<file path="src/sv/kic_pkg.sv">
// Shared constants, types and helpers for the keypad integer calculator.
`timescale 1ns / 1ps
package kic_pkg;

  localparam int OW       = 32;            // operand width
  localparam int FB       = 16;            // fraction bits of the result
  localparam int RES_W    = 48;            // result width
  localparam int KEY_W    = 8;
  localparam int DLY_W    = 16;
  localparam int QW       = OW + FB;       // divide dividend / quotient width
  localparam int ALU_W    = OW + FB + 1;   // shared adder width
  localparam int CNT_W    = $clog2(QW + 1);
  localparam int SAT_CW   = (ALU_W > RES_W) ? ALU_W : RES_W;
  localparam int ADDR_W   = 3;
  localparam int DATA_W   = 32;

  localparam logic [DLY_W-1:0] REPEAT_RESET = DLY_W'(350);
  localparam logic [DLY_W-1:0] DLY_MAX      = '1;
  localparam logic [3:0]       TEN          = 4'd10;

  localparam logic [KEY_W-1:0] KEY_NONE = 8'h00;
  localparam logic [KEY_W-1:0] KEY_0    = 8'h30;
  localparam logic [KEY_W-1:0] KEY_9    = 8'h39;
  localparam logic [KEY_W-1:0] KEY_ADD  = 8'h41;  // 'A'
  localparam logic [KEY_W-1:0] KEY_SUB  = 8'h42;  // 'B'
  localparam logic [KEY_W-1:0] KEY_DIV  = 8'h43;  // 'C'
  localparam logic [KEY_W-1:0] KEY_MUL  = 8'h2A;  // '*'
  localparam logic [KEY_W-1:0] KEY_EQ   = 8'h23;  // '#'
  localparam logic [KEY_W-1:0] CH_NONE  = 8'h00;
  localparam logic [KEY_W-1:0] CH_PLUS  = 8'h2B;
  localparam logic [KEY_W-1:0] CH_MINUS = 8'h2D;
  localparam logic [KEY_W-1:0] CH_SLASH = 8'h2F;
  localparam logic [KEY_W-1:0] CH_STAR  = 8'h2A;

  localparam logic [ADDR_W-3:0] REG_REPEAT = '0;

  typedef enum logic [2:0] {
    OPC_NONE = 3'd0,
    OPC_ADD  = 3'd1,
    OPC_SUB  = 3'd2,
    OPC_DIV  = 3'd3,
    OPC_MUL  = 3'd4
  } opcode_t;

  typedef enum logic [3:0] {
    S_IDLE,
    S_DIG_MUL,
    S_DIG_ADD,
    S_ADDSUB,
    S_MUL,
    S_NEG_A,
    S_NEG_B,
    S_DIV,
    S_DIV_SIGN,
    S_FINISH
  } state_t;

  typedef struct packed {
    logic             start;
    logic [KEY_W-1:0] key;
  } eng_cmd_t;

  typedef struct packed {
    logic             busy;
    logic             load;
    logic [KEY_W-1:0] echo_key;
    logic [KEY_W-1:0] display_char;
    logic             display_cleared;
    logic             result_valid;
    logic [RES_W-1:0] result_value;
    logic             divide_by_zero;
  } eng_stat_t;

  function automatic logic [RES_W-1:0] sat_res(input logic signed [ALU_W-1:0] v);
    logic signed [SAT_CW-1:0] w;
    logic signed [SAT_CW-1:0] mx;
    logic signed [SAT_CW-1:0] mn;
    w  = SAT_CW'(v);
    mx = $signed((SAT_CW'(1) << (RES_W - 1)) - SAT_CW'(1));
    mn = -mx - SAT_CW'(1);
    if (w > mx) begin
      return mx[RES_W-1:0];
    end else if (w < mn) begin
      return mn[RES_W-1:0];
    end
    return w[RES_W-1:0];
  endfunction

endpackage

</file>
<file path="src/sv/kic_alu.sv">
// Shared add/subtract unit used by every arithmetic step.
`timescale 1ns / 1ps
module kic_alu (
  input  logic [kic_pkg::ALU_W-1:0] a,
  input  logic [kic_pkg::ALU_W-1:0] b,
  input  logic                      sub,
  output logic [kic_pkg::ALU_W-1:0] y
);

  assign y = a + (b ^ {kic_pkg::ALU_W{sub}}) + kic_pkg::ALU_W'(sub);

endmodule

</file>
<file path="src/sv/kic_engine.sv">
// Calculator sequencer: operand entry, operator decode and iterative arithmetic.
`timescale 1ns / 1ps
module kic_engine (
  input  logic               clk,
  input  logic               rst_n,
  input  kic_pkg::eng_cmd_t  cmd,
  input  logic               out_free,
  output kic_pkg::eng_stat_t stat
);

  localparam int OW    = kic_pkg::OW;
  localparam int FB    = kic_pkg::FB;
  localparam int QW    = kic_pkg::QW;
  localparam int ALU_W = kic_pkg::ALU_W;
  localparam int CNT_W = kic_pkg::CNT_W;
  localparam int KEY_W = kic_pkg::KEY_W;

  kic_pkg::state_t  st_r, st_nxt;
  kic_pkg::opcode_t opc_r, opc_nxt;
  logic             new_entry_r, new_entry_nxt;
  logic [OW-1:0]    first_r, first_nxt;
  logic [OW-1:0]    second_r, second_nxt;
  logic             sel_sec_r, sel_sec_nxt;
  logic [KEY_W-1:0] key_r, key_nxt;
  logic [KEY_W-1:0] disp_r, disp_nxt;
  logic             clr_r, clr_nxt;
  logic             rvalid_r, rvalid_nxt;
  logic             dz_r, dz_nxt;
  logic             neg_r, neg_nxt;
  logic [CNT_W-1:0] cnt_r, cnt_nxt;
  logic [ALU_W-1:0] acc_r, acc_nxt;
  logic [QW-1:0]    aux_r, aux_nxt;
  logic [OW-1:0]    rem_r, rem_nxt;
  logic [OW-1:0]    dvs_r, dvs_nxt;

  logic [ALU_W-1:0] alu_a, alu_b, alu_y;
  logic             alu_sub;

  logic [OW-1:0]    cur_opnd;
  logic [OW-1:0]    wrap;
  logic [OW:0]      trial;
  logic             ge;
  logic [3:0]       digit;
  kic_pkg::opcode_t opc_eff;

  kic_alu u_alu (
    .a   (alu_a),
    .b   (alu_b),
    .sub (alu_sub),
    .y   (alu_y)
  );

  always_ff @(posedge clk) begin
    if (!rst_n) begin
      st_r        <= kic_pkg::S_IDLE;
      opc_r       <= kic_pkg::OPC_NONE;
      new_entry_r <= 1'b1;
      first_r     <= '0;
      second_r    <= '0;
    end else begin
      st_r        <= st_nxt;
      opc_r       <= opc_nxt;
      new_entry_r <= new_entry_nxt;
      first_r     <= first_nxt;
      second_r    <= second_nxt;
    end
  end

  always_ff @(posedge clk) begin
    sel_sec_r <= sel_sec_nxt;
    key_r     <= key_nxt;
    disp_r    <= disp_nxt;
    clr_r     <= clr_nxt;
    rvalid_r  <= rvalid_nxt;
    dz_r      <= dz_nxt;
    neg_r     <= neg_nxt;
    cnt_r     <= cnt_nxt;
    acc_r     <= acc_nxt;
    aux_r     <= aux_nxt;
    rem_r     <= rem_nxt;
    dvs_r     <= dvs_nxt;
  end

  always_comb begin
    st_nxt        = st_r;
    opc_nxt       = opc_r;
    new_entry_nxt = new_entry_r;
    first_nxt     = first_r;
    second_nxt    = second_r;
    sel_sec_nxt   = sel_sec_r;
    key_nxt       = key_r;
    disp_nxt      = disp_r;
    clr_nxt       = clr_r;
    rvalid_nxt    = rvalid_r;
    dz_nxt        = dz_r;
    neg_nxt       = neg_r;
    cnt_nxt       = cnt_r;
    acc_nxt       = acc_r;
    aux_nxt       = aux_r;
    rem_nxt       = rem_r;
    dvs_nxt       = dvs_r;

    alu_a   = '0;
    alu_b   = '0;
    alu_sub = 1'b0;

    cur_opnd = sel_sec_r ? second_r : first_r;
    digit    = 4'(key_r - kic_pkg::KEY_0);
    trial    = {rem_r, aux_r[QW-1]};
    ge       = 1'b0;
    wrap     = alu_y[OW-1:0];
    opc_eff  = new_entry_r ? kic_pkg::OPC_NONE : opc_r;

    stat.busy            = (st_r != kic_pkg::S_IDLE);
    stat.load            = 1'b0;
    stat.echo_key        = key_r;
    stat.display_char    = disp_r;
    stat.display_cleared = clr_r;
    stat.result_valid    = rvalid_r;
    stat.result_value    = rvalid_r ? kic_pkg::sat_res(acc_r) : '0;
    stat.divide_by_zero  = dz_r;

    unique case (st_r)
      kic_pkg::S_IDLE: begin
        if (cmd.start) begin
          key_nxt    = cmd.key;
          clr_nxt    = new_entry_r;
          disp_nxt   = kic_pkg::CH_NONE;
          rvalid_nxt = 1'b0;
          dz_nxt     = 1'b0;
          acc_nxt    = '0;
          st_nxt     = kic_pkg::S_FINISH;
          if (new_entry_r) begin
            new_entry_nxt = 1'b0;
            first_nxt     = '0;
            second_nxt    = '0;
            opc_nxt       = kic_pkg::OPC_NONE;
          end
          if (cmd.key >= kic_pkg::KEY_0 && cmd.key <= kic_pkg::KEY_9) begin
            sel_sec_nxt = (opc_eff != kic_pkg::OPC_NONE);
            disp_nxt    = cmd.key;
            st_nxt      = kic_pkg::S_DIG_MUL;
          end else if (opc_eff != kic_pkg::OPC_NONE) begin
            if (cmd.key == kic_pkg::KEY_EQ) begin
              rvalid_nxt    = 1'b1;
              new_entry_nxt = 1'b1;
              unique case (opc_eff) inside
                kic_pkg::OPC_ADD, kic_pkg::OPC_SUB: st_nxt = kic_pkg::S_ADDSUB;
                kic_pkg::OPC_MUL: begin
                  aux_nxt = QW'(second_r);
                  dvs_nxt = first_r;
                  cnt_nxt = CNT_W'(OW);
                  st_nxt  = kic_pkg::S_MUL;
                end
                kic_pkg::OPC_DIV: begin
                  if (second_r == '0) begin
                    dz_nxt = 1'b1;
                  end else begin
                    st_nxt = kic_pkg::S_NEG_A;
                  end
                end
                default: st_nxt = kic_pkg::S_FINISH;
              endcase
            end
          end else begin
            unique case (cmd.key)
              kic_pkg::KEY_ADD: begin
                opc_nxt  = kic_pkg::OPC_ADD;
                disp_nxt = kic_pkg::CH_PLUS;
              end
              kic_pkg::KEY_SUB: begin
                opc_nxt  = kic_pkg::OPC_SUB;
                disp_nxt = kic_pkg::CH_MINUS;
              end
              kic_pkg::KEY_DIV: begin
                opc_nxt  = kic_pkg::OPC_DIV;
                disp_nxt = kic_pkg::CH_SLASH;
              end
              kic_pkg::KEY_MUL: begin
                opc_nxt  = kic_pkg::OPC_MUL;
                disp_nxt = kic_pkg::CH_STAR;
              end
              default: disp_nxt = kic_pkg::CH_NONE;
            endcase
          end
        end
      end

      kic_pkg::S_DIG_MUL: begin
        // x*10 = x*8 + x*2
        alu_a   = ALU_W'(cur_opnd) << 3;
        alu_b   = ALU_W'(cur_opnd) << 1;
        acc_nxt = alu_y;
        st_nxt  = kic_pkg::S_DIG_ADD;
      end

      kic_pkg::S_DIG_ADD: begin
        alu_a = acc_r;
        alu_b = ALU_W'(digit);
        if (sel_sec_r) begin
          second_nxt = wrap;
        end else begin
          first_nxt = wrap;
        end
        acc_nxt = '0;
        st_nxt  = kic_pkg::S_FINISH;
      end

      kic_pkg::S_ADDSUB: begin
        alu_a   = ALU_W'(first_r);
        alu_b   = ALU_W'(second_r);
        alu_sub = (opc_r == kic_pkg::OPC_SUB);
        acc_nxt = {{(ALU_W-OW){wrap[OW-1]}}, wrap} << FB;
        st_nxt  = kic_pkg::S_FINISH;
      end

      kic_pkg::S_MUL: begin
        // shift-add, low OW bits only
        alu_a   = acc_r;
        alu_b   = aux_r[0] ? ALU_W'(dvs_r) : '0;
        aux_nxt = aux_r >> 1;
        dvs_nxt = dvs_r << 1;
        cnt_nxt = cnt_r - CNT_W'(1);
        if (cnt_r == CNT_W'(1)) begin
          acc_nxt = {{(ALU_W-OW){wrap[OW-1]}}, wrap} << FB;
          st_nxt  = kic_pkg::S_FINISH;
        end else begin
          acc_nxt = alu_y;
        end
      end

      kic_pkg::S_NEG_A: begin
        alu_b   = ALU_W'(first_r);
        alu_sub = first_r[OW-1];
        alu_a   = first_r[OW-1] ? '0 : ALU_W'(first_r);
        if (!first_r[OW-1]) begin
          alu_b = '0;
        end
        aux_nxt = QW'(wrap) << FB;
        neg_nxt = first_r[OW-1];
        st_nxt  = kic_pkg::S_NEG_B;
      end

      kic_pkg::S_NEG_B: begin
        alu_b   = ALU_W'(second_r);
        alu_sub = second_r[OW-1];
        alu_a   = second_r[OW-1] ? '0 : ALU_W'(second_r);
        if (!second_r[OW-1]) begin
          alu_b = '0;
        end
        dvs_nxt = wrap;
        neg_nxt = neg_r ^ second_r[OW-1];
        rem_nxt = '0;
        cnt_nxt = CNT_W'(QW);
        st_nxt  = kic_pkg::S_DIV;
      end

      kic_pkg::S_DIV: begin
        // restoring division, one quotient bit per cycle
        alu_a   = ALU_W'(trial);
        alu_b   = ALU_W'(dvs_r);
        alu_sub = 1'b1;
        ge      = !alu_y[ALU_W-1];
        rem_nxt = ge ? alu_y[OW-1:0] : trial[OW-1:0];
        aux_nxt = {aux_r[QW-2:0], ge};
        cnt_nxt = cnt_r - CNT_W'(1);
        if (cnt_r == CNT_W'(1)) begin
          st_nxt = kic_pkg::S_DIV_SIGN;
        end
      end

      kic_pkg::S_DIV_SIGN: begin
        alu_a   = neg_r ? '0 : ALU_W'(aux_r);
        alu_b   = neg_r ? ALU_W'(aux_r) : '0;
        alu_sub = neg_r;
        acc_nxt = alu_y;
        st_nxt  = kic_pkg::S_FINISH;
      end

      kic_pkg::S_FINISH: begin
        if (out_free) begin
          stat.load = 1'b1;
          st_nxt    = kic_pkg::S_IDLE;
        end
      end

      default: st_nxt = kic_pkg::S_IDLE;
    endcase
  end

endmodule

</file>
<file path="src/sv/keypad_integer_calculator_top.sv">
// Top level: register port, key filter, calculator engine and result register.
`timescale 1ns / 1ps
// Keypad calculator. Ticks and rejected keypad samples do not start the engine
// and give no result. An accepted key occupies the engine, which holds
// in_stall high until its result word is loaded into the output register:
// digit keys run a multiply-by-ten and a digit add, other keys go straight
// to finish, '#' with add or subtract runs an add, with multiply a shift-add
// (one bit per cycle through the shared adder), with divide sign handling and
// a 48-bit restoring divide (one quotient bit per cycle on the same adder);
// zero divisor skips to finish, which waits while output is full and stalled.
// The repeat delay register sits at byte address 0, reset value 350.
module keypad_integer_calculator_top (
  input  logic                              clk,
  input  logic                              rst_n,
  input  logic                              in_valid,
  output logic                              in_stall,
  input  logic                              in_op,
  input  logic [kic_pkg::KEY_W-1:0]         in_key,
  output logic                              out_valid,
  input  logic                              out_stall,
  output logic [kic_pkg::KEY_W-1:0]         out_echo_key,
  output logic [kic_pkg::KEY_W-1:0]         out_display_char,
  output logic                              out_display_cleared,
  output logic                              out_result_valid,
  output logic signed [kic_pkg::RES_W-1:0]  out_result_value,
  output logic                              out_divide_by_zero,
  input  logic                              psel,
  input  logic                              penable,
  input  logic                              pwrite,
  input  logic [kic_pkg::ADDR_W-1:0]        paddr,
  input  logic [kic_pkg::DATA_W-1:0]        pwdata,
  output logic [kic_pkg::DATA_W-1:0]        prdata,
  output logic                              pready
);

  localparam int KEY_W = kic_pkg::KEY_W;
  localparam int DLY_W = kic_pkg::DLY_W;

  logic [DLY_W-1:0] repeat_r, repeat_nxt;
  logic [KEY_W-1:0] last_r, last_nxt;
  logic [DLY_W-1:0] dly_r, dly_nxt;
  logic             ov_r, ov_nxt;

  logic [KEY_W-1:0]         echo_r;
  logic [KEY_W-1:0]         disp_r;
  logic                     clr_r;
  logic                     rv_r;
  logic [kic_pkg::RES_W-1:0] val_r;
  logic                     dz_r;

  kic_pkg::eng_cmd_t  cmd;
  kic_pkg::eng_stat_t stat;
  logic               take;
  logic               wr;
  logic               out_free;

  assign pready   = 1'b1;
  assign wr       = psel && penable && pwrite &&
                    (paddr[kic_pkg::ADDR_W-1:2] == kic_pkg::REG_REPEAT);
  assign prdata   = (paddr[kic_pkg::ADDR_W-1:2] == kic_pkg::REG_REPEAT) ?
                    kic_pkg::DATA_W'(repeat_r) : '0;

  assign in_stall = stat.busy;
  assign take     = in_valid && !in_stall;
  assign out_free = !ov_r || !out_stall;

  kic_engine u_engine (
    .clk      (clk),
    .rst_n    (rst_n),
    .cmd      (cmd),
    .out_free (out_free),
    .stat     (stat)
  );

  always_ff @(posedge clk) begin
    if (!rst_n) begin
      repeat_r <= kic_pkg::REPEAT_RESET;
      last_r   <= kic_pkg::KEY_NONE;
      dly_r    <= '0;
      ov_r     <= 1'b0;
    end else begin
      repeat_r <= repeat_nxt;
      last_r   <= last_nxt;
      dly_r    <= dly_nxt;
      ov_r     <= ov_nxt;
    end
  end

  always_ff @(posedge clk) begin
    if (stat.load) begin
      echo_r <= stat.echo_key;
      disp_r <= stat.display_char;
      clr_r  <= stat.display_cleared;
      rv_r   <= stat.result_valid;
      val_r  <= stat.result_value;
      dz_r   <= stat.divide_by_zero;
    end
  end

  always_comb begin
    repeat_nxt = wr ? pwdata[DLY_W-1:0] : repeat_r;
    last_nxt   = last_r;
    dly_nxt    = dly_r;
    cmd.start  = 1'b0;
    cmd.key    = in_key;
    if (take) begin
      if (!in_op) begin
        if (dly_r != kic_pkg::DLY_MAX) begin
          dly_nxt = dly_r + DLY_W'(1);
        end
      end else begin
        last_nxt = in_key;
        if (in_key != kic_pkg::KEY_NONE &&
            !(in_key == last_r && dly_r < repeat_r)) begin
          dly_nxt   = '0;
          cmd.start = 1'b1;
        end
      end
    end
    if (stat.load) begin
      ov_nxt = 1'b1;
    end else if (!out_stall) begin
      ov_nxt = 1'b0;
    end else begin
      ov_nxt = ov_r;
    end
  end

  assign out_valid           = ov_r;
  assign out_echo_key        = echo_r;
  assign out_display_char    = disp_r;
  assign out_display_cleared = clr_r;
  assign out_result_valid    = rv_r;
  assign out_result_value    = $signed(val_r);
  assign out_divide_by_zero  = dz_r;

endmodule

</file>
<file path="config.mk">
export PLATFORM = sky130hd
export DESIGN_NAME = keypad_integer_calculator_top
export DESIGN_NICKNAME = d
export VERILOG_FILES = /design/src/sv/kic_pkg.sv /design/src/sv/kic_alu.sv /design/src/sv/kic_engine.sv /design/src/sv/keypad_integer_calculator_top.sv
export SDC_FILE = /design/constraint.sdc
export NUM_CORES = 1
export LEC_CHECK = 0
export BUFFER_PORTS_ARGS = -buffer_cell sky130_fd_sc_hd__buf_2
export CAP_MARGIN = 20
export CORE_MARGIN = 2
export CORE_UTILIZATION = 45
export CTS_BUF_LIST = sky130_fd_sc_hd__clkbuf_4 sky130_fd_sc_hd__clkbuf_8
export DETAILED_ROUTE_END_ITERATION = 6
export HOLD_SLACK_MARGIN = 0.08
export SYNTH_ARGS = -nofsm -noshare
export SYNTH_HDL_FRONTEND = slang
export SYNTH_SLANG_ARGS = --single-unit
</file>
<file path="constraint.sdc">
create_clock -name clk -period 7.5 [get_ports clk]
set_input_delay 0.375 -clock clk [delete_from_list [all_inputs] [get_ports clk]]
set_output_delay 0.375 -clock clk [all_outputs]
set_load 0.02 [all_outputs]
</file>
### Word level (Yosys, flattened, before mapping)

Cells that the tools add are included.

* input bits: 51
* word-level logic and storage cells: 199
* register bits: 368

* eq/ne operators: 35
* $lt $le $gt $ge: 5
* mux-type cells: 78
* bitwise logic cells: 6
* reduce and logical (&&, ||, !) cells: 43
* $add $sub $neg: 5

Operator list (number)
* two-way mux 48 bit: 10
* two-way mux 32 bit: 14
* one-hot mux 49 bit (8 select lines): 1
* one-hot mux 49 bit (7 select lines): 1
* one-hot mux 49 bit (5 select lines): 1
* one-hot mux 32 bit (2 select lines): 3
* one-hot mux 48 bit (4 select lines): 1
* two-way mux 49 bit: 2
* one-hot mux 32 bit (3 select lines): 1
* two-way mux 16 bit: 4
* two-way mux 31 bit: 2
* adder 49 x 1 -> 49 bit: 1
* adder 49 bit: 1
* greater-than comparator 49 x 48 -> 1 bit, second input constant: 1
* < comparator 49 x 48 -> 1 bit, second input constant: 1
* XOR 49 bit: 1
* zero test 32 bit: 1
* two-way mux 4 bit: 8
* one-hot mux 4 bit (8 select lines): 1
* two-way mux 6 bit: 5
* == test 8 x 7 -> 1 bit, second input constant: 3
* one-hot mux 6 bit (4 select lines): 1
* inequality test 2 x 1 -> 1 bit, second input constant: 9
* one-hot mux 6 bit (3 select lines): 1
* 43 further kinds: 98

### Logic depth before layout (Yosys ltp)

* depth in word-level cells: 9
* depth in mapped cells: 21
* mapped depth without buffers: 18

### Modules after synthesis

From an unflattened synthesis, not the netlist that was laid out.

* cell total of the unflattened synthesis: 2419
* area total of the unflattened synthesis: 22541.6 sq um

Modules (own cells, without submodules)
* kic_engine: times used 1, cells an instance 1581, area each 14707.9 sq um
* keypad_integer_calculator_top: times used 1, cells an instance 364, area each 4525.6 sq um
* kic_alu: times used 1, cells an instance 474, area each 3308.2 sq um

### Worst setup path after synthesis

Ideal clock, no wire load.

* path type: reg2reg
* start: register u_engine.st_r[2]
* end: register u_engine.aux_r[0] (enable)
* path buffers: 2
* stages on the path, launching flop included: 10
* clock period less this slack: 5984 ps
* data required time: 6987 ps
* setup time: 513 ps
* slack: 1516 ps
* arrival: 5471 ps
* cell sequence: dfxtp_1 -> or2_1 -> buf_2 -> nor3_2 -> nand3_1 -> clkbuf_1 -> a21oi_1 -> nand2_1 -> o21a_1 -> nor3_1

* word-level cells in the longest chain between the ends: 6

Ends and longest elaborated chain
* start: declaration: RTL line kic_engine.sv:18 `kic_pkg::state_t st_r, st_nxt;`
* start signal: assignment: RTL line kic_engine.sv:55 `st_r <= kic_pkg::S_IDLE;`
* start signal: assignment: RTL line kic_engine.sv:61 `st_r <= st_nxt;`
* nonzero test 4 bit: RTL line kic_engine.sv:114 `stat.busy = (st_r != kic_pkg::S_IDLE);`
* zero test 1 bit: RTL line keypad_integer_calculator_top.sv:64 `assign take = in_valid && !in_stall;`
* logical AND 1 bit: RTL line keypad_integer_calculator_top.sv:64
* two-way mux 1 bit: RTL line keypad_integer_calculator_top.sv:106 `if (take) begin`
* inequality test 2 bit (no line)
* AND reduction 6 bit (no line) *
* end signal: assignment: RTL line kic_engine.sv:79 `aux_r <= aux_nxt;`
* end: declaration: RTL line kic_engine.sv:32 `logic [QW-1:0] aux_r, aux_nxt;`

Every way passes the cells marked *; elsewhere a longest branch is shown, timed or not.
A chain may end at the register's enable or synchronous reset.

### Final worst setup path

* start: register u_engine.st_r[2]
* end: register u_engine.rem_r[23], data pin

* word-level cells in the longest chain between the ends: 7

Ends and longest elaborated chain
* == test 4 bit, or another cell as far along: RTL line kic_engine.sv:123 `unique case (st_r)`
* one-hot mux 49 bit (8 select lines), or another cell as far along: RTL line kic_engine.sv:123
* XOR 49 bit or one-hot mux 49 bit (7 select lines) (tied branches): RTL line kic_alu.sv:10, kic_engine.sv:123
* adder 49 bit: RTL line kic_alu.sv:10 `assign y = a + (b ^ {kic_pkg::ALU_W{sub}}) + kic_pkg::ALU_W'(sub);`
* adder 49 x 1 -> 49 bit: RTL line kic_alu.sv:10
* two-way mux 32 bit: RTL line kic_engine.sv:264 `rem_nxt = ge ? alu_y[OW-1:0] : trial[OW-1:0];`
* one-hot mux 32 bit (2 select lines) *: RTL line kic_engine.sv:123
* end signal: assignment: RTL line kic_engine.sv:80 `rem_r <= rem_nxt;`
* end: declaration: RTL line kic_engine.sv:33 `logic [OW-1:0] rem_r, rem_nxt;`

Marks and branches as above.

==> flow_metrics.tcl <==
set metrics [dict create \
    stdcell_area_um2 26100 \
    rows 82 \
    cts-resized-gates 0 \
    fin_cells 3343 \
    cp.arrival_ns 6.89 \
    synth_cell_types 84 \
    clockBufferDepth 3 \
    r2r-end "u_engine.rem_r[23]" \
    numClockSinks 368 \
    finish.utilization 0.518 \
    r2r_start "u_engine.st_r[2]" \
    ys_ff_latch 368 \
    irDropWorstVdd_mv 0.245 \
    finalHoldViolCount 0 \
    synth_ff_type "edfxtp_1" \
    clockPowerShare 0.205 \
    holdCritPathClass "in -> reg" \
    clk_latency_ns 0.69 \
    comb_power_share 0.467 \
    setup_viol 0 \
    holdPathEnd "dly_r[1]" \
    netSwitchingFraction 0.470 \
    power.switching_mw 4.72 \
    p_per_area_nw_per_um2 384 \
    grt_overflow 0 \
    synthTopCellsByArea "edfxtp_1, dfxtp_1, a21oi_1, nand2_1, ha_1" \
    drtPass1Iterations 7 \
    tritoncts.num_buffers 66 \
    min_period_ns 6.51 \
    ys_async_sr_fraction 0 \
    avgSynthCellArea_um2 9.11 \
    status "finished clean" \
    p_int_mw 5.32 \
    yosysWarnings 0 \
    p_seq_frac 0.328 \
    fmax_mhz 154 \
    hold_ws_ns 0.236 \
    hold_start "in_valid" \
    layout_common_cells "edfxtp_1, nand2_1, a21oi_1" \
    num_vias 22200 \
    htreeDepth 3 \
    drive_above_1_share 0.134 \
    synthCells 2532 \
    worst_slack_ns 0.989 \
    synth_edf_count 255 \
    nets 2734 \
    dpl-instance-area_um2 24400 \
    hold_depth 5 \
    gp_congestion 1.06 \
    vias_per_cell 6.65 \
    cts_tree "built" \
    reg2reg_slack_ns 0.99 \
    post_cts_buffers 0 \
    grt_max_degree 68 \
    clockRootBuffer "clkbuf_8" \
    layout_commonest_cell "edfxtp_1" \
    startpoint_type "register" \
    synth_seq_area_share 0.430 \
    fillers 4636 \
    synth_top_area_frac 0.332 \
    start_util 0.458 \
    finalPower_mw 10.0 \
    leakagePower_nw 9.27 \
    skew_ns 0.0559 \
    final_max_slew_viol_count 0 \
    critPathKind "reg -> reg" \
    critPathRequiredTime_ns 7.88 \
    worst_slew_pin_slew_ns 1.33 \
    antenna_found_initial 7 \
    die_x_um 230 \
    finalSetupTns_ns 0 \
    ff2ff_path_depth 17 \
    grt_pass1_wl_mm 130 \
    rsz0062_at_grt "no" \
    cts_hold_buf 26 \
    pre_cts_ws_ns 1.15 \
    die_area_um2 53100 \
    dr.first_iter.drc_count 3450 \
    max-slew-margin-rel 0.108 \
    clk_pin_slew_ns 0.06 \
    cap_violations 0 \
    dp_cells 3195 \
    portBuffers 117 \
    grt.total_usage 0.319 \
    critPathMaxFanout 27 \
    critPathCaptureType "register" \
    drc 0 \
    crit_start "u_engine.st_r[2]" \
    die_h_um 230 \
    ios 153 \
    synth_top_area_cell "edfxtp_1" \
    grt_pass1_vias 21100 \
    wl_per_cell_um 25.8 \
    synthToLayoutAreaGrowth_pct 13.2 \
    core_area_um2 50400 \
    synth_area_um2 23100 \
    routed_wl_mm 86.2 \
    antenna_left 0 \
    post-route-period-util 0.868 \
    hpwl_mm 59.7 \
]
-- sequential cells by signal (all words and copies together), names as in the netlist, 3 cells and up --
| register | count |
|---|---|
| out_echo_key | 8 |
| u_engine.first_r | 32 |
| u_engine.dvs_r | 32 |
| u_engine.cnt_r | 6 |
| u_engine.key_r | 8 |
| repeat_r | 16 |
| u_engine.rem_r | 32 |
| dly_r | 16 |
| u_engine.acc_r | 49 |
| u_engine.opc_r | 3 |
| out_result_value | 48 |
| u_engine.disp_r | 8 |
| u_engine.aux_r | 48 |
| last_r | 8 |
| u_engine.second_r | 32 |
| u_engine.st_r | 4 |
| out_display_char | 8 |
-- how the worst max path moves through the flow --
| stage | to |
|---|---|
| CTS | u_engine.rem_r[23] |
| global placement | u_engine.rem_r[18] |
| finish | u_engine.rem_r[23] |
| floorplan | u_engine.aux_r[0] |
| global route | u_engine.rem_r[18] |
| detailed placement | u_engine.rem_r[7] |
-- synthesized netlist by cell type, drive strengths merged, types with 27 or more instances --
library cell,instances
edfxtp,255
nand2,243
a21oi,217
nor2,189
clkbuf,172
o21ai,153
dfxtp,113
nand3,105
a221oi,66
o22ai,66
ha,65
and2,62
xnor2,59
inv,56
mux2i,50
a22oi,49
maj3,47
buf,44
o211ai,42
a21o,31
nand4,31
nor3,31
a221o,30
o21a,30
and3,27
-- power by group through the flow --
stage,Combinational (mW),Sequential (mW),Clock (mW)
after CTS,4.51,3.25,2.09
after detailed placement,4.49,3.29,0
after floorplan,2.84,3.12,0
after global placement,4.43,3.28,0
final,4.68,3.29,2.06
after global routing,4.91,3.32,2.19
-- worst max-delay path: stages, from the launching register on --
cell and delay (ns):
dfxtp_1 0.80, nor4bb_1 0.44, and2_1 0.77, buf_4 0.37
a221o_1 0.17, a221oi_1 0.05, xnor2_1 0.18, ha_1 0.37
nand2_1 0.08, o21bai_1 0.21, a2111o_1 0.49, a211oi_1 0.49
o211a_1 0.33, o31a_1 0.26, a221o_1 0.42, xor2_2 0.38
buf_12 0.26, o22ai_1 0.12
-- metal layers --
metal / up-vias / track usage / share of wire / wire, um
li1: 9750 / - / - / -
met1: 10600 / 0.439 / 0.40 / 34300
met2: 1594 / 0.455 / 0.41 / 35500
met3: 276 / 0.0965 / 0.14 / 12100
met4: 6 / 0.157 / 0.049 / 4200
met5: - / 0 / 0.00074 / 64
-- cells by family after synthesis --
family          share of synthesized area
compound gates                      0.241
other cells                      0.000326
flops                               0.430
mux                                0.0222
buf+inv                            0.0476
fa+ha+maj                          0.0565
xor+xnor                           0.0296
simple gates                        0.173
-- final cells by class --
class / instances / area, um^2 / area share
diodes: 1 / 2.50 / 0.0000959
clock buffers: 97 / 1200 / 0.0461
flip-flops and latches: 368 / 9930 / 0.380
multi-input cells: 1908 / 12300 / 0.470
repair buffers: 216 / 1430 / 0.0546
inverters: 57 / 215 / 0.00824
clock inverters: 24 / 224 / 0.00858
well taps: 672 / 841 / 0.0322
No activity file was read; power rests on OpenSTA's default activity.
